--- config.mk ---
export PLATFORM = sky130hd
export DESIGN_NAME = wve_ram
export DESIGN_NICKNAME = d
export VERILOG_FILES = /design/src/rtl/wve_ram.sv
export SDC_FILE = /design/constraint.sdc
export NUM_CORES = 1
export LEC_CHECK = 0
export BUFFER_PORTS_ARGS = -buffer_cell sky130_fd_sc_hd__buf_2
export CAP_MARGIN = 20
export CORE_MARGIN = 3
export CORE_UTILIZATION = 55
export DETAILED_ROUTE_END_ITERATION = 8
export GPL_TIMING_DRIVEN = 1
export PLACE_DENSITY = 0.75
export SYNTH_ARGS = -nofsm -noshare
export SYNTH_HDL_FRONTEND = slang
export SYNTH_SLANG_ARGS = --single-unit
--- constraint.sdc ---
create_clock -name clk -period 2.2 [get_ports clk]
set_clock_uncertainty 0.15 [all_clocks]
set_input_delay 0.22 -clock clk [delete_from_list [all_inputs] [get_ports clk]]
set_output_delay 0.22 -clock clk [all_outputs]
set_load 0.02 [all_outputs]
--- src/rtl/wve_ram.sv ---
`timescale 1ns / 1ps
// Generic single-write, single-read RAM with registered read data.
module wve_ram #(
	parameter int WIDTH = 8,
	parameter int DEPTH = 32,
	localparam int AW = (DEPTH > 1) ? $clog2(DEPTH) : 1
) (
	input  logic             clk,
	input  logic             we,
	input  logic [AW-1:0]    waddr,
	input  logic [WIDTH-1:0] wdata,
	input  logic             re,
	input  logic [AW-1:0]    raddr,
	output logic [WIDTH-1:0] rdata
);
	logic [WIDTH-1:0] mem_q [DEPTH];

	always_ff @(posedge clk) begin
		if (we) mem_q[waddr] <= wdata;
		if (re) rdata <= mem_q[raddr];
	end
endmodule

==> results of run 1 <==
-- cells by family after synthesis --
group / synth area share
buffers and inverters: 0.01049
muxes: 0.1867
DFF: 0.7823
and+or+nand+nor: 0.02050
-- path summary, 6_finish.rpt --
check | start | depth (start not counted) | slack [ps] | endpoint
worst min-delay path | raddr[3] | 2 | 50 | rdata[7]
worst max register to register | mem_q[31][0] | 3 | 60 | rdata[0]
worst min register to register | mem_q[18][0] | 3 | 860 | rdata[0]
worst max-delay path | mem_q[31][0] | 3 | 60 | rdata[0]
-- report_power, final --
part | switching (mW) | internal, mW
registers | 0.0199 | 5.61
logic | 0.309 | 0.248
clock network | 1.75 | 2.09
-- registers in the layout, summed over array words and instances (netlist names) --
register and flops:
mem_q 256, rdata 8
-- metal layers --
layer  vias up  track usage  share of wire
li1       1947            -              -
met1      2504       0.3178           0.44
met3        33      0.03236          0.068
met4         0      0.05859          0.025
met2       194       0.3000           0.47
met5         -            0              0
-- cells in the final DEF (no fill, tap or decap), types with 3 or more instances in the layout --
| cell | netlist | final |
|---|---|---|
| buf_12 | 0 | 6 |
| buf_2 | 1 | 27 |
| buf_4 | 6 | 37 |
| clkbuf_16 | 0 | 25 |
| clkinv_1 | 0 | 5 |
| clkinv_2 | 0 | 10 |
| edfxtp_1 | 264 | 264 |
| mux2_2 | 8 | 8 |
| mux4_2 | 80 | 80 |
| nand3b_1 | 5 | 5 |
| nor2_1 | 33 | 33 |
| or3b_2 | 3 | 3 |
-- through the flow --
step | instance area (um^2) | hold WS [ps] | total power [mW] | TNS (ps)
after floorplan | 10140 | 168.9 | 6.052 | 0
after global placement | 10850 | 428.2 | 6.271 | -1676
after detailed placement | 10850 | 429.9 | 6.299 | -1873
after CTS | 11590 | 28.88 | 10.10 | 0
after global routing | 11590 | 45.51 | 10.34 | 0
final | 11590 | 47.30 | 10.03 | 0
-- cell type report --
class / instances / share of cell area
Clock buffer: 26 / 0.05430
Timing Repair Buffer: 71 / 0.04685
Sequential cell: 264 / 0.6840
Multi-Input combinational cell: 133 / 0.1811
Tap cell: 229 / 0.02472
Clock inverter: 19 / 0.008960
-- critical path, stage by stage (launching register included) --
cell	delay, ps
edfxtp_1	370
mux4_2	520
mux4_2	560
mux2_2	300
-- what timing repair did --
action                                 CTS  global route
hold buffers                             1             0
setup buffers                            0             0
endpoints found under the hold margin    8             0
==> flow_summary.yaml, run 1 <==
cells_and_area:
  layout.area.seq_um2: 7928
  fill_cells: 1178
  fin_nets: 516
  utilization: 0.6430
  syn_to_final_growth_pct: 14.37
  drive_above_1_share: 0.3899
  multi_input_area_um2: 2100
  antennaDiodeCount: 0
  layoutNonFillerInstCount: 742
global_routing:
  track_usage: 0.2017
  grt_pass1_vias: 4666
  overflow: 0
  grt_max_degree: 33
  antenna_found_initial: 0
  grt_pass1_wl_mm: 30.03
drt:
  drt-total-wl_mm: 19.42
  routedWlPerCell_um: 26.17
  vias_per_cell: 6.305
  ant_nets: 0
  drt_iter0_drc: 428
  num_vias: 4678
  first_pass_iters: 6
  post-route-drc-count: 0
sta:
  slew_violations: 0
  maxSlewHeadroom: 0.5765
  fmax_ghz: 0.4676
  fin_crit_sh: 0.9722
  setup_slack_ps: 61.22
  worst_slew_pin_slew_ps: 635.3
  finalHoldViolations: 0
  rsz0062_at_grt: "no"
  period_minus_slack_ps: 2139
  setup_viol: 0
power_and_ir_drop:
  power_density_nw_per_um2: 865.6
  ir_worst_vdd_mv: 0.7186
  leakage_nw: 3.709
placement:
  gp_congestion: 0.8176
  port_buffers: 28
  place_ws_ps: -271.1
  place_inst: 696
  place.detailed.hpwl_mm: 12.42
setup_path:
  end_kind: "register"
  critPathRequiredTime_ps: 2310
  crit_path_start_kind: "register"
  critPathKind: "reg2reg"
  critical_path.max_fanout: 1
  cp.arrival_ps: 2250
clocking:
  cts_inserted_buffers: 25
  clk_pin_slew_ps: 60
  cts_max_path_buffers: 3
  tritoncts: "built"
  clockRootBuffer: "clkbuf_16"
  htreeDepth: 1
  cts.sinks: 264
  clock_latency_ps: 510
  ctsResizeCount: 0
synth:
  synth_most_common_cell: "edfxtp_1"
  avgSynthCellArea_um2: 24.30
  yosys.cell_types.count: 14
  postSynthCellCount: 417
  ys_warn_count: 0
  synth_area_um2: 10130
  async_flop_share: 0
  ys_ff_latch: 264
  synth.area.top_cells: "edfxtp_1 78%, mux4_2 18%, nor2_1 1.2%"
  yosys.area.top_type: "edfxtp_1"
  synth_top_area_frac: 0.7823
  synth_edf_count: 264
  synth_commonest_cells: "264 x edfxtp_1, 80 x mux4_2, 33 x nor2_1"
  synthFlopType: "edfxtp_1"
  synth_nets: 438
  ys_seq_area_frac: 0.7823
status:
  status: "complete, no violations"
die:
  num_rows: 49
  dieHeight_um: 141.7
  initial_core_util: 0.5622
  io-pin-count: 29
  die_w_um: 141.7
  fp.dieArea_um2: 20090
  core_region_area_um2: 18020
min_path:
  min_path_type: "in2reg"
flow_run:
  drv_cap: 0
Power figures use the tool's default switching activity.
==> run 2, diff against run 1 <==
- RECOVER_POWER: not set -> 50
==> run 2 against run 1 <==
  * The flow now finishes with violations (capacitance limit, slew limit)
  * Global-route usage stayed put
  * Critical endpoint unchanged
  * Sequential share of layout area rose by 0.096 points
  * Largest power group unchanged
  * Core utilization decreased by 0.090 points
==> flow_summary.yaml, run 2 (synthesis gave the netlist of run 1 again) <==
clocking:
  clockRootBuffer: "clkbuf_16"
  cts.sinks: 264
  htreeDepth: 1
  clock_latency_ps: 520
  clk_pin_slew_ps: 60
  cts_inserted_buffers: 25
  postCtsSetupBuffers: 0
  ctsResizeCount: 0
  tritoncts: "built"
  cts_max_path_buffers: 3
drt:
  first_pass_iters: 5
  ant_nets: 0
  routedWlPerCell_um: 26.23
  num_vias: 4650
  drt-total-wl_mm: 19.46
  vias_per_cell: 6.267
  drt_iter0_drc: 517
  post-route-drc-count: 0
cells_and_area:
  drive_above_1_share: 0.3684
  final_area_um2: 11570
  multi_input_area_um2: 2100
  fin_nets: 516
  largest_register_ffs: 256
  antennaDiodeCount: 0
  syn_to_final_growth_pct: 14.21
  top_regs: "mem_q x256, rdata x8"
  mostFrequentLayoutCell: "edfxtp_1"
  layout.area.seq_um2: 7928
  final_cell_mix: "264 x edfxtp_1, 80 x mux4_2, 36 x buf_4"
  layoutNonFillerInstCount: 742
  top_register: "mem_q"
  fill_cells: 1180
placement:
  port_buffers: 28
  place_area_um2: 10850
  place_ws_ps: -271.1
  place_inst: 696
  gp_congestion: 0.8176
  place.detailed.hpwl_mm: 12.42
die:
  die_w_um: 141.7
  dieHeight_um: 141.7
  fp.dieArea_um2: 20090
  io-pin-count: 29
  num_rows: 49
  initial_core_util: 0.5622
  core_region_area_um2: 18020
setup_path:
  crit_path_start_kind: "register"
  end_kind: "register"
  critPathRequiredTime_ps: 2310
  critPathKind: "reg2reg"
  critical_path.max_fanout: 1
  cp.arrival_ps: 2250
status:
  status: "complete, but fails checks"
  violations: "capacitance limit, slew limit"
sta:
  setup_viol: 0
  rsz0062_at_grt: "no"
  slew_violations: 33
  fin_crit_sh: 0.9710
  setup_slack_ps: 63.75
  setup_tns_ps: 0
  holdWs_ps: 52.04
  maxSlewHeadroom: -0.02197
  finalHoldViolations: 0
  period_minus_slack_ps: 2136
  worst_slew_pin_slew_ps: 1533
  fmax_ghz: 0.4681
global_routing:
  groute.layer.met3.usage: 0.03236
  grt.busiest_layer: "met1"
  track_usage: 0.2017
  antenna_found_initial: 0
  met2_usage: 0.3000
  overflow: 0
  grt_util_met1: 0.3178
  grt_pass1_wl_mm: 30.03
  grt_pass1_vias: 4666
  grt_max_degree: 33
power_and_ir_drop:
  switchingPower_mw: 2.085
  internal-power_mw: 7.949
  ir_worst_vdd_mv: 0.7172
  switching_share: 0.2078
  pwr-share-seq: 0.562
  power_density_nw_per_um2: 867.0
  combinationalPowerShare: 0.055
  leakage_nw: 3.678
  power_frac_clock: 0.383
flow_run:
  drv_cap: 2
min_path:
  min_path_type: "in2reg"
==> run 2: changes by cell type in the layout (fill, tap and decap cells not counted) <==
| cell | previous run | this run |
|---|---|---|
| buf_2 | 27 | 17 |
| buf_4 | 37 | 36 |
| clkbuf_1 | 1 | 12 |
==> run 2: layout make-up <==
type,instances,area share
clock inverters,19,0.008973
clock buffers,26,0.05438
flip-flops and latches,264,0.6850
well taps,229,0.02476
multi-input cells,133,0.1814
repair buffers,71,0.04551
==> run 2: final timing paths <==
check,from,to,slack [ps],cells past startpoint
worst max-delay path,mem_q[31][0],rdata[0],60,3
worst min-delay path,raddr[3],rdata[7],50,2
worst max register to register,mem_q[31][0],rdata[0],60,3
worst min register to register,mem_q[6][7],rdata[7],860,3
==> run 2: layer usage <==
metal	vias up	wire length (um)
met5	-	0
met4	0	537
met2	217	9193
li1	1948	-
met1	2449	8264
met3	36	1468
==> run 2: power by group through the flow <==
stage | clock (mW) | combinational (mW) | sequential, mW
6_report | 3.84 | 0.554 | 5.64
4_1_cts | 3.91 | 0.562 | 5.63
3_3_place_gp | 0 | 0.533 | 5.74
2_1_floorplan | 0 | 0.299 | 5.75
5_1_grt | 4.11 | 0.592 | 5.64
3_5_place_dp | 0 | 0.556 | 5.74
==> run 2: worst max-delay path: stages (launching register included) <==
cell and delay [ps]:
edfxtp_1 370, mux4_2 520, mux4_2 560, mux2_2 300
==> run 2: per-stage QoR <==
step	utilization	power, mW
2_1_floorplan	-	6.052
5_1_grt	0.6421	10.34
3_3_place_gp	0.6018	6.271
6_report	0.6421	10.03
3_5_place_dp	0.6018	6.299
4_1_cts	0.6430	10.10
==> run 2: timing repair <==
item | 4_1_cts | 5_1_grt
hold buffers | 1 | 0
hold endpoints to repair | 8 | 0
endpoints found under the setup margin | 0 | 0
