`src/rtl/wve_pkg.sv`:
```
`timescale 1ns / 1ps
// Shared types, constants and field functions of the wavetable voice engine.
package wve_pkg;

	localparam int VOICE_COUNT_DEF   = 32;
	localparam int ROM_ADDR_BITS_DEF = 24;
	localparam int RAMP_TOP_DEF      = 64;

	localparam logic OP_WRITE = 1'b0;
	localparam logic OP_TICK  = 1'b1;

	localparam logic [1:0] FMT_16   = 2'd0;
	localparam logic [1:0] FMT_8    = 2'd1;
	localparam logic [1:0] FMT_ULAW = 2'd2;

	localparam logic [4:0] REG_OSC_CONF   = 5'h00;
	localparam logic [4:0] REG_FREQ       = 5'h01;
	localparam logic [4:0] REG_LSTART_HI  = 5'h02;
	localparam logic [4:0] REG_LSTART_LO  = 5'h03;
	localparam logic [4:0] REG_LEND_HI    = 5'h04;
	localparam logic [4:0] REG_LEND_LO    = 5'h05;
	localparam logic [4:0] REG_ENV_RATE   = 5'h06;
	localparam logic [4:0] REG_ENV_LOW    = 5'h07;
	localparam logic [4:0] REG_ENV_HIGH   = 5'h08;
	localparam logic [4:0] REG_ENV_LEVEL  = 5'h09;
	localparam logic [4:0] REG_POS_HI     = 5'h0a;
	localparam logic [4:0] REG_POS_LO     = 5'h0b;
	localparam logic [4:0] REG_PAN        = 5'h0c;
	localparam logic [4:0] REG_ENV_CONF   = 5'h0d;
	localparam logic [4:0] REG_KEY        = 5'h10;
	localparam logic [4:0] REG_BANK       = 5'h11;

	localparam logic [7:0] KEY_OFF_CODE = 8'h0f;

	typedef struct packed {
		logic [31:0] osc_position;
		logic [31:0] osc_remaining;
		logic [31:0] loop_start;
		logic [31:0] loop_end;
		logic [15:0] freq_step;
		logic [7:0]  bank_select;
		logic [7:0]  osc_flags;
		logic [7:0]  env_flags;
		logic [31:0] env_level;
		logic [31:0] env_low_limit;
		logic [31:0] env_high_limit;
		logic [7:0]  env_rate;
		logic [7:0]  pan_position;
		logic [7:0]  key_control;
		logic        key_down;
		logic [6:0]  click_ramp;
	} voice_t;

	localparam voice_t VOICE_RESET = '{
		osc_flags:    8'h02,
		env_flags:    8'h01,
		pan_position: 8'h7f,
		default:      '0
	};

	typedef struct packed {
		logic [4:0]  voice_out;
		logic        audible;
		logic [23:0] first_addr;
		logic [23:0] second_addr;
		logic [1:0]  format;
		logic [8:0]  fraction;
		logic [14:0] gain_left;
		logic [14:0] gain_right;
	} rsp_t;

	// attenuation of the pan law: 16 minus the top set bit, full cut at zero
	function automatic logic [11:0] pan_law(input logic [7:0] i);
		logic [2:0] top;
		top = '0;
		for (int b = 1; b < 8; b++) begin
			if (i[b]) top = 3'(b);
		end
		pan_law = (i == 8'd0) ? 12'hfff : 12'(5'd16 - {2'b00, top});
	endfunction

	function automatic logic [14:0] vol_law(input logic [11:0] i);
		logic [14:0] mant;
		logic [3:0]  sh;
		mant = {1'b1, i[7:0], 6'b0};
		sh = 4'd15 - i[11:8];
		vol_law = mant >> sh;
	endfunction

	function automatic voice_t write_reg(input voice_t r, input logic [4:0] rg,
			input logic [15:0] d, input logic [6:0] ramp_top);
		voice_t n;
		logic [7:0] hi;
		n = r;
		hi = d[15:8];
		case (rg)
			REG_OSC_CONF:  n.osc_flags = {r.osc_flags[7], hi[6:0]};
			REG_FREQ:      n.freq_step = {d[15:1], 1'b0};
			REG_LSTART_HI: n.loop_start = {d, r.loop_start[15:0]};
			REG_LSTART_LO: n.loop_start = {r.loop_start[31:16], d[15:8], r.loop_start[7:0]};
			REG_LEND_HI:   n.loop_end = {d, r.loop_end[15:0]};
			REG_LEND_LO:   n.loop_end = {r.loop_end[31:16], d[15:8], r.loop_end[7:0]};
			REG_ENV_RATE:  n.env_rate = hi;
			REG_ENV_LOW:   n.env_low_limit = {6'b0, d[7:0], 18'b0};
			REG_ENV_HIGH:  n.env_high_limit = {6'b0, d[7:0], 18'b0};
			REG_ENV_LEVEL: n.env_level = {6'b0, d, 10'b0};
			REG_POS_HI:    n.osc_position = {d, r.osc_position[15:0]};
			REG_POS_LO:    n.osc_position = {r.osc_position[31:16], d[15:3], 3'b0};
			REG_PAN:       n.pan_position = hi;
			REG_ENV_CONF:  n.env_flags = {r.env_flags[7], hi[6:0]};
			REG_KEY: begin
				n.key_control = hi;
				n.key_down = (hi == 8'd0);
				if (hi == 8'd0) begin
					n.click_ramp = ramp_top;
				end else if (hi == KEY_OFF_CODE) begin
					n.osc_flags[1] = 1'b1;
					n.env_flags[1] = 1'b1;
				end
			end
			REG_BANK:      n.bank_select = hi;
			default: ;
		endcase
		write_reg = n;
	endfunction

endpackage

```
`src/rtl/wve_if.sv`:
```


interface wve_rsp_if;
	logic        valid;
	logic        ready;
	logic [4:0]  voice_out;
	logic        audible;
	logic [23:0] first_addr;
	logic [23:0] second_addr;
	logic [1:0]  format;
	logic [8:0]  fraction;
	logic [14:0] gain_left;
	logic [14:0] gain_right;
	modport source(output valid, voice_out, audible, first_addr, second_addr, format,
		fraction, gain_left, gain_right, input ready);
	modport sink(input valid, voice_out, audible, first_addr, second_addr, format,
		fraction, gain_left, gain_right, output ready);
endinterface

```
`src/rtl/wve_out_reg.sv`:
```
`timescale 1ns / 1ps
// Result holding register that drives the result channel.
module wve_out_reg
	import wve_pkg::*;
(
	input  logic clk,
	input  logic arst_n,
	input  logic ld,
	input  rsp_t res,
	output logic free,
	wve_rsp_if.source rsp
);
	logic valid_q;
	rsp_t res_q;

	assign free = !valid_q || rsp.ready;

	always_ff @(posedge clk or negedge arst_n) begin
		if (!arst_n) begin
			valid_q <= 1'b0;
		end else if (ld && free) begin
			valid_q <= 1'b1;
		end else if (rsp.ready) begin
			valid_q <= 1'b0;
		end
	end

	always_ff @(posedge clk) begin
		if (ld && free) res_q <= res;
	end

	assign rsp.valid       = valid_q;
	assign rsp.voice_out   = res_q.voice_out;
	assign rsp.audible     = res_q.audible;
	assign rsp.first_addr  = res_q.first_addr;
	assign rsp.second_addr = res_q.second_addr;
	assign rsp.format      = res_q.format;
	assign rsp.fraction    = res_q.fraction;
	assign rsp.gain_left   = res_q.gain_left;
	assign rsp.gain_right  = res_q.gain_right;
endmodule

```
`src/flat_wrapper.sv`:
```
// flat-port wrapper written by rule: the top's interface ports become plain ports
module wve_out_reg_flat import wve_pkg::*;
  (clk, arst_n, ld, res, free, rsp_valid, rsp_voice_out, rsp_audible, rsp_first_addr, rsp_second_addr, rsp_format, rsp_fraction, rsp_gain_left, rsp_gain_right, rsp_ready);
  wve_rsp_if rsp_i ();
  input  logic clk;
  input  logic arst_n;
  input  logic ld;
  input  rsp_t res;
  output logic free;
  output wire logic [$bits(rsp_i.valid)-1:0] rsp_valid;
  output wire logic [$bits(rsp_i.voice_out)-1:0] rsp_voice_out;
  output wire logic [$bits(rsp_i.audible)-1:0] rsp_audible;
  output wire logic [$bits(rsp_i.first_addr)-1:0] rsp_first_addr;
  output wire logic [$bits(rsp_i.second_addr)-1:0] rsp_second_addr;
  output wire logic [$bits(rsp_i.format)-1:0] rsp_format;
  output wire logic [$bits(rsp_i.fraction)-1:0] rsp_fraction;
  output wire logic [$bits(rsp_i.gain_left)-1:0] rsp_gain_left;
  output wire logic [$bits(rsp_i.gain_right)-1:0] rsp_gain_right;
  input wire logic [$bits(rsp_i.ready)-1:0] rsp_ready;
  assign rsp_valid = rsp_i.valid;
  assign rsp_voice_out = rsp_i.voice_out;
  assign rsp_audible = rsp_i.audible;
  assign rsp_first_addr = rsp_i.first_addr;
  assign rsp_second_addr = rsp_i.second_addr;
  assign rsp_format = rsp_i.format;
  assign rsp_fraction = rsp_i.fraction;
  assign rsp_gain_left = rsp_i.gain_left;
  assign rsp_gain_right = rsp_i.gain_right;
  assign rsp_i.ready = rsp_ready;
  wve_out_reg u_core (.clk(clk), .arst_n(arst_n), .ld(ld), .res(res), .free(free), .rsp(rsp_i));
endmodule
```
`config.mk`:
```
export PLATFORM = sky130hd
export DESIGN_NAME = wve_out_reg_flat
export DESIGN_NICKNAME = d
export VERILOG_FILES = /design/src/rtl/wve_pkg.sv /design/src/rtl/wve_if.sv /design/src/rtl/wve_out_reg.sv /design/src/flat_wrapper.sv
export SDC_FILE = /design/constraint.sdc
export NUM_CORES = 1
export LEC_CHECK = 0
export BUFFER_PORTS_ARGS = -buffer_cell sky130_fd_sc_hd__buf_2
export CAP_MARGIN = 20
export CELL_PAD_IN_SITES_DETAIL_PLACEMENT = 1
export CELL_PAD_IN_SITES_GLOBAL_PLACEMENT = 2
export CORE_ASPECT_RATIO = 1.25
export CORE_UTILIZATION = 27
export DETAILED_ROUTE_END_ITERATION = 10
export PLACE_DENSITY_LB_ADDON = 0.08
export SLEW_MARGIN = 20
export SYNTH_ARGS = -nofsm -noshare
export SYNTH_HDL_FRONTEND = slang
export SYNTH_SLANG_ARGS = --single-unit
export TNS_END_PERCENT = 1
```
`constraint.sdc`:
```
create_clock -name clk -period 2 [get_ports clk]
set_input_delay 0.6 -clock clk [delete_from_list [all_inputs] [get_ports clk]]
set_output_delay 0.6 -clock clk [all_outputs]
set_load 0.02 [all_outputs]
```
==> results.tsv, run 1 <==
stage	metric	value	unit
run_status	outcome	completed	
logic_synthesis	synth.distinct_cells	5	
timing	timing.fmax	632	MHz
logic_synthesis	synth-simple-area-share	0.990	%
floorplanning	ios	196	
routing	wl_per_cell	15.0	µm
global_routing	grt_pass1_wl	9670	µm
global_routing	grt.total_usage	12.1	%
power_and_ir_drop	power_frac_seq	50.5	%
setup_path	max_stage_delay	150	ps
global_routing	grt_pass1_vias	1847	
clock_network	htreeDepth	3	
final_layout	antennaDiodeCount	0	
global_routing	grt_overflow	0	
setup_path	arrival	980	ps
floorplanning	fp.coreArea	10500	µm²
final_layout	final_nets	406	
clock_network	cts_made_buffers	9	
power_and_ir_drop	p_leak	0.00188	µW
setup_path	criticalPathCategory	in2out	
timing	setup_viol	0	
logic_synthesis	netlist_instances	99	
logic_synthesis	synth-compound-area-share	0	%
flow_run	cap_violations	0	
clock_network	clock_latency	340	ps
timing	rsz0062_at_grt	no	
final_layout	drive_above_1_share	68.6	%
routing	totalWireLength	6640	µm
clock_network	clkTransAtPathRegs	60	ps
setup_path	slowest_stage	buf_2	
routing	firstDrtPassIters	6	
placement	numPortBuffers	195	
timing	drv_slew	0	
routing	routed-via-count	1754	
global_routing	grt_max_degree	60	
logic_synthesis	synth.yosys.warnings	0	
floorplanning	rows	42	
logic_synthesis	yosys-mux-area-fraction	0	%
clock_network	clockRootBuffer	clkbuf_16	
timing	fin_crit_sh	79.1	%
power_and_ir_drop	sw_frac_of_total	20.8	%
power_and_ir_drop	internal_power	3710	µW
floorplanning	die_x	94.8	µm
logic_synthesis	synth_flop_cell	edfxtp_1	
timing	relSlewSlack	79.0	%
clock_network	cts_setup_buffers	0	
timing	min_period	1580	ps
logic_synthesis	ys_seq_elements	96	
timing	worst_pin_slew	315	ps
logic_synthesis	synthTopCellsByCount	95 x edfxtp_1, 1 x and2_4, 1 x dfrtp_1, 1 x nand2b_1, 1 x nand2b_4	
logic_synthesis	synth_edf_count	95	
logic_synthesis	synth.area.top_cells	edfxtp_1 98%, dfrtp_1 0.86%, nand2b_4 0.47%	
logic_synthesis	synth_area	2910	µm²
setup_path	endpoint	free	
logic_synthesis	yosysMostFrequentCell	edfxtp_1	
global_routing	antenna_found_initial	1	
setup_path	cp.required	1400	ps
setup_path	crit_path_start	rsp_ready	
floorplanning	start_util	27.7	%
timing	setup_tns	0	ps
worst_hold_path	hold_class	in2async	
power_and_ir_drop	p_per_area	1060	nW/µm²
logic_synthesis	syn_nets	198	
logic_synthesis	yosysTopAreaCell	edfxtp_1	
power_and_ir_drop	ir_drop	0.000402	V
power_and_ir_drop	pwr-share-comb	8.6	%
final_layout	areaGrowthSynthToFinish	52.2	%
logic_synthesis	syn_avg_cell_area	29.4	µm²
setup_path	critPathMaxFanout	3	
setup_path	worst-r2r-setup-slack	700	ps
setup_path	reg2reg_to	u_core.rsp.second_addr[0]	
timing	hold_viol	0	
clock_network	clock_tree.buffer_depth	2	
floorplanning	die-area	11200	µm²
final_layout	register_area	2880	µm²
final_layout	fin_area	4420	µm²
placement	gp_congestion	0.663	
routing	drc	0	
routing	drt_iter0_markers	76	
logic_synthesis	synth_fa_ha_area_share	0	%
clock_network	cts_tree	yes	
final_layout	fillerInstances	1091	
routing	antenna_left	0	
clock_network	post_cts_resized	0	
setup_path	worstReg2RegStart	u_core.rsp.valid	
logic_synthesis	synth.top_cell.area_share	98.1	%
setup_path	critPathLaunchType	primary input	
logic_synthesis	synth_xor_area_share	0	%
routing	vias_per_cell	3.95	
final_layout	multiInputGateArea	28.8	µm²
logic_synthesis	seq_area_frac_synth	99.0	%
power_and_ir_drop	clkPwrFrac	40.9	%
clock_network	holdBufCountCts	0	
setup_path	r2r_cells	3	
timing	fin_skew	4.51	ps
logic_synthesis	ys_async_sr_fraction	1.04	%
logic_synthesis	synth_top_family_by_area	simple AND/OR/NAND/NOR gates	
clock_network	cts.sinks	96	
placement	placed_area	4090	µm²
setup_path	path_cells	buf_2, nand2b_4, buf_2	
setup_path	cp-end-kind	primary output	
power_and_ir_drop	p_sw	976	µW
setup_path	cpMostUsedCell	buf_2	
floorplanning	die_h	118	µm
worst min path at each step:
stage | endpoint | slack [ps] | cells after the start
global route | u_core.rsp.valid | 20 | 1
finish | u_core.rsp.valid | 30 | 1
CTS | u_core.rsp.valid | 10 | 1
floorplan | u_core.rsp.valid | 300 | 0
global placement | u_core.rsp.valid | 380 | 1
detailed placement | u_core.rsp.valid | 380 | 1
kinds of logic (layout without fill, tap and decap cells):
group	Yosys count	after routing
DFF	96	96
and+or+nand+nor	3	3
buffers and inverters	0	213
metrics by stage:
stage | std cells | power (µW) | util (%) | setup slack (ps) | hold WS, ps
global placement | 428 | 2810 | 38.9 | 387 | 376
detailed placement | 428 | 2820 | 38.9 | 367 | 376
global route | 444 | 4850 | 42.1 | 388 | 17.6
CTS | 444 | 4750 | 42.1 | 408 | 13.6
finish | 444 | 4690 | 42.1 | 419 | 27.0
floorplan | 99 | 2600 | - | 102 | 304
state kept, by name (all words and copies together) (netlist names):
register,count
u_core.rsp.first_addr,24
u_core.rsp.second_addr,24
u_core.rsp.gain_left,15
u_core.rsp.gain_right,15
u_core.rsp.fraction,9
u_core.rsp.voice_out,5
u_core.rsp.format,2
u_core.rsp.audible,1
u_core.rsp.valid,1
cell usage in the layout, fill, tap and decap left out, drive strengths merged:
master and instances:
and2 1, buf 197, bufinv 3, clkbuf 10
clkinv 2, clkinvlp 1, dfrtp 1, edfxtp 95
nand2b 2
layout make-up:
type	count	share of cell area (%)
multi-input cells	3	0.650
clock buffers	10	5.18
well taps	132	3.73
repair buffers	197	23.0
clock inverters	6	2.43
flip-flops and latches	96	65.0
per-layer routing:
metal / part of all wire, % / global-route usage [%]
met3: 12 / 5.43
met5: 0 / 0
met1: 34 / 12.3
met2: 51 / 20.1
met4: 2.2 / 7.10
worst max-delay path: cells and delay by family:
kind	cells	cell delay [ps]
buf+inv	2	250
simple gates	1	130
power groups by stage:
stage,Clock [µW],Sequential (µW),Combinational (µW)
after floorplan,0,2560,42.2
after global placement,0,2410,404
after detailed placement,0,2410,411
after CTS,1970,2370,410
after global routing,2050,2380,430
final,1920,2370,401
(Power assumes the default switching activity.)
==> inputs of run 2 (changes only) <==
Settings changed: CORE_UTILIZATION 27 to 24.
Clock period 2 ns to 1.3 ns, I/O delays scaled along.
==> run 2 against run 1 <==
  * The flow now finishes with violations (negative setup slack)
  * Global-route usage down 1.1 points
  * Final cell count up 8.1%
  * Wire length is 2.9% higher
  * Combinational power grew 61%
  * Clock skew barely moved
  * Critical path type is now reg2out
==> results.tsv, run 2 (same netlist as run 1, synthesis figures left out) <==
stage	metric	value	unit	change
run_status	outcome	finished with violations		was completed
run_status	violations	negative setup slack		
timing	fin_crit_sh	108	%	
timing	timing.fmax	713	MHz	
timing	fin_skew	4.71	ps	was 4.51 ps
final_layout	areaGrowthSynthToFinish	54.1	%	was 52.2%
power_and_ir_drop	p_leak	0.00189	µW	was 0.00188 µW
setup_path	cp.required	910	ps	was 1400 ps
global_routing	grtUsageMet1	10.9	%	was 12.3%
timing	min_period	1400	ps	
routing	routed-via-count	1818		was 1754
global_routing	grt_pass1_wl	10000	µm	was 9670 µm
timing	hold_viol	0		unchanged
clock_network	htreeDepth	3		unchanged
placement	dp_slack	-56.6	ps	was 367 ps
final_layout	mostFrequentLayoutCell	buf_2		unchanged
global_routing	grt_overflow	0		unchanged
worst_hold_path	hold_class	in2reg		was in2async
final_layout	utilization	38.2	%	was 42.1%
floorplanning	die-area	12600	µm²	was 11200 µm²
power_and_ir_drop	ir_drop	0.000499	V	was 0.000402 V
timing	fin_ws	-103	ps	was 419 ps
timing	holdWs	229	ps	was 27.0 ps
setup_path	criticalPathCategory	reg2out		was in2out
clock_network	clkTransAtPathRegs	60	ps	about the same
global_routing	grt_max_degree	34		was 60
routing	vias_per_cell	3.79		was 3.95
global_routing	busiest_layer	met2		unchanged
routing	wl_per_cell	14.2	µm	was 15.0 µm
timing	setup_viol	68		was 0
clock_network	clockRootBuffer	clkbuf_16		unchanged
floorplanning	fp.coreArea	11700	µm²	was 10500 µm²
global_routing	grt_pass1_vias	1925		was 1847
placement	dp_hpwl	5280	µm	
clock_network	clock_tree.buffer_depth	2		unchanged
timing	worst_pin_slew	187	ps	was 315 ps
routing	drt_iter0_markers	45		was 76
clock_network	cts.sinks	96		unchanged
setup_path	worst-r2r-setup-slack	-40	ps	was 700 ps
setup_path	arrival	1010	ps	was 980 ps
floorplanning	rows	44		was 42
floorplanning	ios	196		unchanged
floorplanning	die_x	100	µm	was 94.8 µm
final_layout	mostFrequentLayoutCells	194 x buf_2, 95 x edfxtp_1, 9 x clkbuf_16, 4 x buf_6, 3 x buf_4		was 195 x buf_2, 95 x edfxtp_1, 9 x clkbuf_16, 3 x bufinv_16
power_and_ir_drop	total_power	6800	µW	was 4690 µW
floorplanning	die_h	125	µm	was 118 µm
power_and_ir_drop	p_per_area	1520	nW/µm²	was 1060 nW/µm²
timing	drv_slew	0		unchanged
routing	drc	0		unchanged
routing	antenna_left	0		unchanged
global_routing	grtUsageMet3	5.42	%	was 5.43%
routing	firstDrtPassIters	3		was 6
setup_path	cp-end-kind	primary output		unchanged
placement	gp_congestion	0.689		was 0.663
timing	relSlewSlack	87.6	%	was 79.0%
routing	totalWireLength	6840	µm	was 6640 µm
global_routing	met2_usage	18.9	%	was 20.1%
global_routing	grt.total_usage	11.1	%	was 12.1%
timing	rsz0062_at_grt	yes		was no
clock_network	clock_latency	330	ps	was 340 ps
setup_path	critPathMaxFanout	2		was 3
clock_network	cts_made_buffers	9		unchanged
final_layout	drive_above_1_share	68.6	%	about the same
final_layout	final_nets	413		was 406
placement	numPortBuffers	195		unchanged
setup_path	critPathLaunchType	flip-flop		was primary input
flow_run	cap_violations	0		unchanged
clock_network	cts_tree	yes		unchanged
floorplanning	start_util	24.8	%	was 27.7%
global_routing	antenna_found_initial	1		unchanged
-- run 2: per-layer routing --
layer	share of wire (%)	wire length, µm
met2	51	3510
met3	10	706
met4	2.2	147
met5	0	0
met1	36	2470
-- run 2: worst paths after layout --
kind / cells after the start / startpoint / endpoint
max in group asynchronous: 2 / arst_n / u_core.rsp.valid
worst max-delay path: 3 / u_core.rsp.valid / free
min in group asynchronous: 2 / arst_n / u_core.rsp.valid
worst max register to register: 4 / u_core.rsp.valid / u_core.rsp.second_addr[23]
worst min-delay path: 1 / res[62] / u_core.rsp.second_addr[21]
worst min register to register: 3 / u_core.rsp.valid / u_core.rsp.valid
-- run 2: area by class of cell --
type / count / area [µm²]
fillers: 1236 / 7250
flip-flops and latches: 96 / 2880
repair buffers: 204 / 1090
clock buffers: 11 / 233
well taps: 161 / 201
clock inverters: 4 / 46.3
multi-input cells: 3 / 28.8
diodes: 1 / 2.50
-- run 2: report_power, final --
group / switching [µW] / internal, µW
clock: 1040 / 1470
sequential: 34.8 / 3610
combinational: 394 / 252
total: 1460 / 5330
-- run 2: critical path, cell delays in order, from the launching register on --
cell	delay (ps)
dfrtp_2	420
nand2b_4	70
buf_6	90
buf_6	100
-- run 2: per-stage QoR --
stage / TNS (ps) / instances / instance area (µm²)
5_1_grt: -6380 / 480 / 4480
3_3_place_gp: -3760 / 462 / 4160
2_1_floorplan: -40140 / 99 / 2910
3_5_place_dp: -4170 / 462 / 4160
6_report: -2230 / 480 / 4480
4_1_cts: -3810 / 479 / 4470
-- run 2: what timing repair did --
item	4_1_cts	5_1_grt
resized for setup	3	2
hold endpoints to repair	1	0
buffers inserted	1	0
hold buffers	1	0
endpoints found under the setup margin	2	107
==> inputs of run 3 (changes only) <==
Settings changed: ABC_AREA set to 1.
==> run 3 against run 2 <==
  * The flow still finishes with violations (negative setup slack)
  * Synthesized cell count increased by 2.0%
  * Clock skew decreased by 0.61 ps
  * Final cell count increased by 1.5%
  * Critical path depth decreased by 1
  * Sequential share of layout area decreased by 1.0 points
  * Critical path type unchanged
  * Highest routed layer is now met5
==> results.tsv, run 3 <==
stage	metric	value	unit	change
clock_network	htreeDepth	3		unchanged
run_status	outcome	finished with violations		unchanged
routing	vias_per_cell	3.74		was 3.79
timing	setup_tns	-72.4	ps	was -2230 ps
logic_synthesis	synthTopCellsByCount	95 x edfxtp_1, 2 x inv_1, 2 x nand2_1		was 95 x edfxtp_1, 1 x and2_4, 1 x dfrtp_1, 1 x nand2b_1, 1 x nand2b_4
clock_network	cts_tree	yes		unchanged
routing	routed-via-count	1819		was 1818
setup_path	cp.required	910	ps	about the same
placement	dp_hpwl	5630	µm	was 5280 µm
timing	worst_pin_slew	228	ps	was 187 ps
timing	fin_ws	-49.5	ps	was -103 ps
setup_path	arrival	960	ps	was 1010 ps
routing	drc	0		unchanged
setup_path	critPathLaunchType	flip-flop		unchanged
placement	gp_congestion	0.687		was 0.689
global_routing	grt_pass1_vias	2016		was 1925
floorplanning	die_h	125	µm	about the same
flow_run	cap_violations	0		unchanged
final_layout	utilization	39.0	%	was 38.2%
placement	dpl.cell_count	468		was 462
final_layout	mostFrequentLayoutCells	194 x buf_2, 95 x edfxtp_1, 9 x clkbuf_16, 7 x buf_4, 5 x buf_12		was 194 x buf_2, 95 x edfxtp_1, 9 x clkbuf_16, 4 x buf_6, 3 x buf_4
timing	relSlewSlack	84.8	%	was 87.6%
clock_network	clock_latency	330	ps	about the same
final_layout	mostFrequentLayoutCell	buf_2		unchanged
timing	setup_viol	2		was 68
routing	totalWireLength	7180	µm	was 6840 µm
routing	antenna_left	0		unchanged
worst_hold_path	hold_class	in2reg		unchanged
routing	drt_iter0_markers	24		was 45
setup_path	cp-end-kind	primary output		unchanged
global_routing	grt.total_usage	11.8	%	was 11.1%
global_routing	grt_pass1_wl	10600	µm	was 10000 µm
timing	min_period	1350	ps	was 1400 ps
final_layout	areaGrowthSynthToFinish	57.0	%	was 54.1%
power_and_ir_drop	p_leak	0.00193	µW	was 0.00189 µW
power_and_ir_drop	p_per_area	1500	nW/µm²	was 1520 nW/µm²
setup_path	criticalPathCategory	reg2out		unchanged
logic_synthesis	ys_async_sr_fraction	1.04	%	unchanged
timing	hold_viol	0		unchanged
global_routing	grt_overflow	0		unchanged
logic_synthesis	synth.yosys.warnings	0		unchanged
timing	rsz0062_at_grt	yes		unchanged
global_routing	antenna_found_initial	1		unchanged
clock_network	clockRootBuffer	clkbuf_16		unchanged
logic_synthesis	synth_flop_cell	edfxtp_1		unchanged
timing	timing.fmax	741	MHz	was 713 MHz
logic_synthesis	synth.distinct_cells	5		unchanged
floorplanning	fp.coreArea	11700	µm²	about the same
logic_synthesis	yosysMostFrequentCell	edfxtp_1		unchanged
final_layout	antennaDiodeCount	0		was 1
logic_synthesis	seq_area_frac_synth	99.3	%	was 99.0%
timing	fin_skew	4.10	ps	was 4.71 ps
logic_synthesis	syn_nets	200		was 198
run_status	violations	negative setup slack		unchanged
power_and_ir_drop	ir_drop	0.000511	V	was 0.000499 V
clock_network	clock_tree.buffer_depth	2		unchanged
routing	wl_per_cell	14.7	µm	was 14.2 µm
clock_network	cts.sinks	96		unchanged
final_layout	fillerInstances	1247		was 1236
floorplanning	rows	44		unchanged
logic_synthesis	netlist_instances	101		was 99
floorplanning	ios	196		unchanged
routing	firstDrtPassIters	3		unchanged
logic_synthesis	synth_area	2900	µm²	was 2910 µm²
floorplanning	start_util	24.8	%	about the same
logic_synthesis	syn_avg_cell_area	28.7	µm²	was 29.4 µm²
logic_synthesis	synth.top_cell.area_share	98.4	%	was 98.1%
timing	drv_slew	0		unchanged
floorplanning	die-area	12500	µm²	was 12600 µm²
clock_network	cts_made_buffers	9		unchanged
floorplanning	die_x	100	µm	about the same
setup_path	critPathMaxFanout	3		was 2
logic_synthesis	synth_edf_count	95		unchanged
logic_synthesis	ys_seq_elements	96		unchanged
power_and_ir_drop	total_power	6820	µW	was 6800 µW
logic_synthesis	synth.area.top_cells	edfxtp_1 98%, dfrtp_1 0.86%, inv_1 0.26%		was edfxtp_1 98%, dfrtp_1 0.86%, nand2b_4 0.47%
final_layout	final-instance-count-excl-fill	487		was 480
placement	numPortBuffers	195		unchanged
final_layout	final_nets	420		was 413
global_routing	grt_max_degree	25		was 34
logic_synthesis	yosysTopAreaCell	edfxtp_1		unchanged
timing	fin_crit_sh	104	%	was 108%
clock_network	clkTransAtPathRegs	60	ps	about the same
final_layout	drive_above_1_share	68.4	%	was 68.6%
[run 3: changes by cell type after synthesis]
cell      before  now
nand2_1        0    2
nand2b_4       1    0
inv_1          0    2
and2_4         1    0
nand2b_1       1    0
a21oi_1        0    1
[run 3: critical path, stage by stage, from the launching register on]
cell     delay (ps)
dfrtp_2         430
nand2_2          80
buf_6           110
[run 3: kinds of logic after synthesis]
| logic type | Yosys count | synth area share (%) |
|---|---|---|
| AO/OA/AOI/OAI | 1 | 0.173 |
| buffers and inverters | 2 | 0.259 |
| AND/OR/NAND/NOR | 2 | 0.259 |
| flip-flops | 96 | 99.3 |
[run 3: worst paths after layout]
| kind | from | endpoint | slack (ps) | depth (start not counted) |
|---|---|---|---|---|
| max in group asynchronous | arst_n | u_core.rsp.valid | 860 | 2 |
| min | res[20] | u_core.rsp.gain_left[5] | 230 | 1 |
| min reg2reg | u_core.rsp.valid | u_core.rsp.valid | 790 | 4 |
| max reg2reg | u_core.rsp.valid | u_core.rsp.gain_left[10] | 70 | 3 |
| min in group asynchronous | arst_n | u_core.rsp.valid | 350 | 2 |
| max | u_core.rsp.valid | free | -50 | 2 |
[run 3: final cells by class]
type                            count  area (µm²)  area share (%)
Tap cell                          161         201            4.43
Inverter                            2        7.51           0.165
Clock inverter                      5        47.5            1.04
Multi-Input combinational cell      3        26.3           0.577
Sequential cell                    96        2880            63.3
Timing Repair Buffer              209        1160            25.4
Clock buffer                       11         233            5.11
[run 3: per-stage QoR]
| step | worst slack, ps | instance area (µm²) | hold WS (ps) |
|---|---|---|---|
| after floorplan | -1220 | 2910 | 94.4 |
| after global placement | -90.8 | 4230 | 166 |
| after detailed placement | -107 | 4230 | 166 |
| after CTS | -70.2 | 4540 | 209 |
| after global routing | -83.1 | 4550 | 208 |
| final | -49.5 | 4550 | 228 |
[run 3: where the power goes]
group	internal (µW)	total [µW]	switching, µW
clock network	1470	2490	1020
logic	276	680	404
registers	3610	3650	38.3
[run 3: per-layer routing]
| metal | GRT usage, % | up-vias | wire length (µm) |
|---|---|---|---|
| met1 | 11.3 | 861 | 2320 |
| met2 | 21.5 | 99 | 4080 |
| met3 | 5.33 | 9 | 663 |
| li1 | - | 848 | - |
| met5 | 0 | - | 13 |
| met4 | 4.86 | 2 | 97 |
[run 3: what timing repair did]
item                                    in CTS  in global routing
hold endpoints to repair                     1                  0
pin swaps                                    1                  0
setup buffers                                1                  1
gates resized for setup                      3                  1
hold buffers                                 1                  0
endpoints found under the setup margin       3                 45
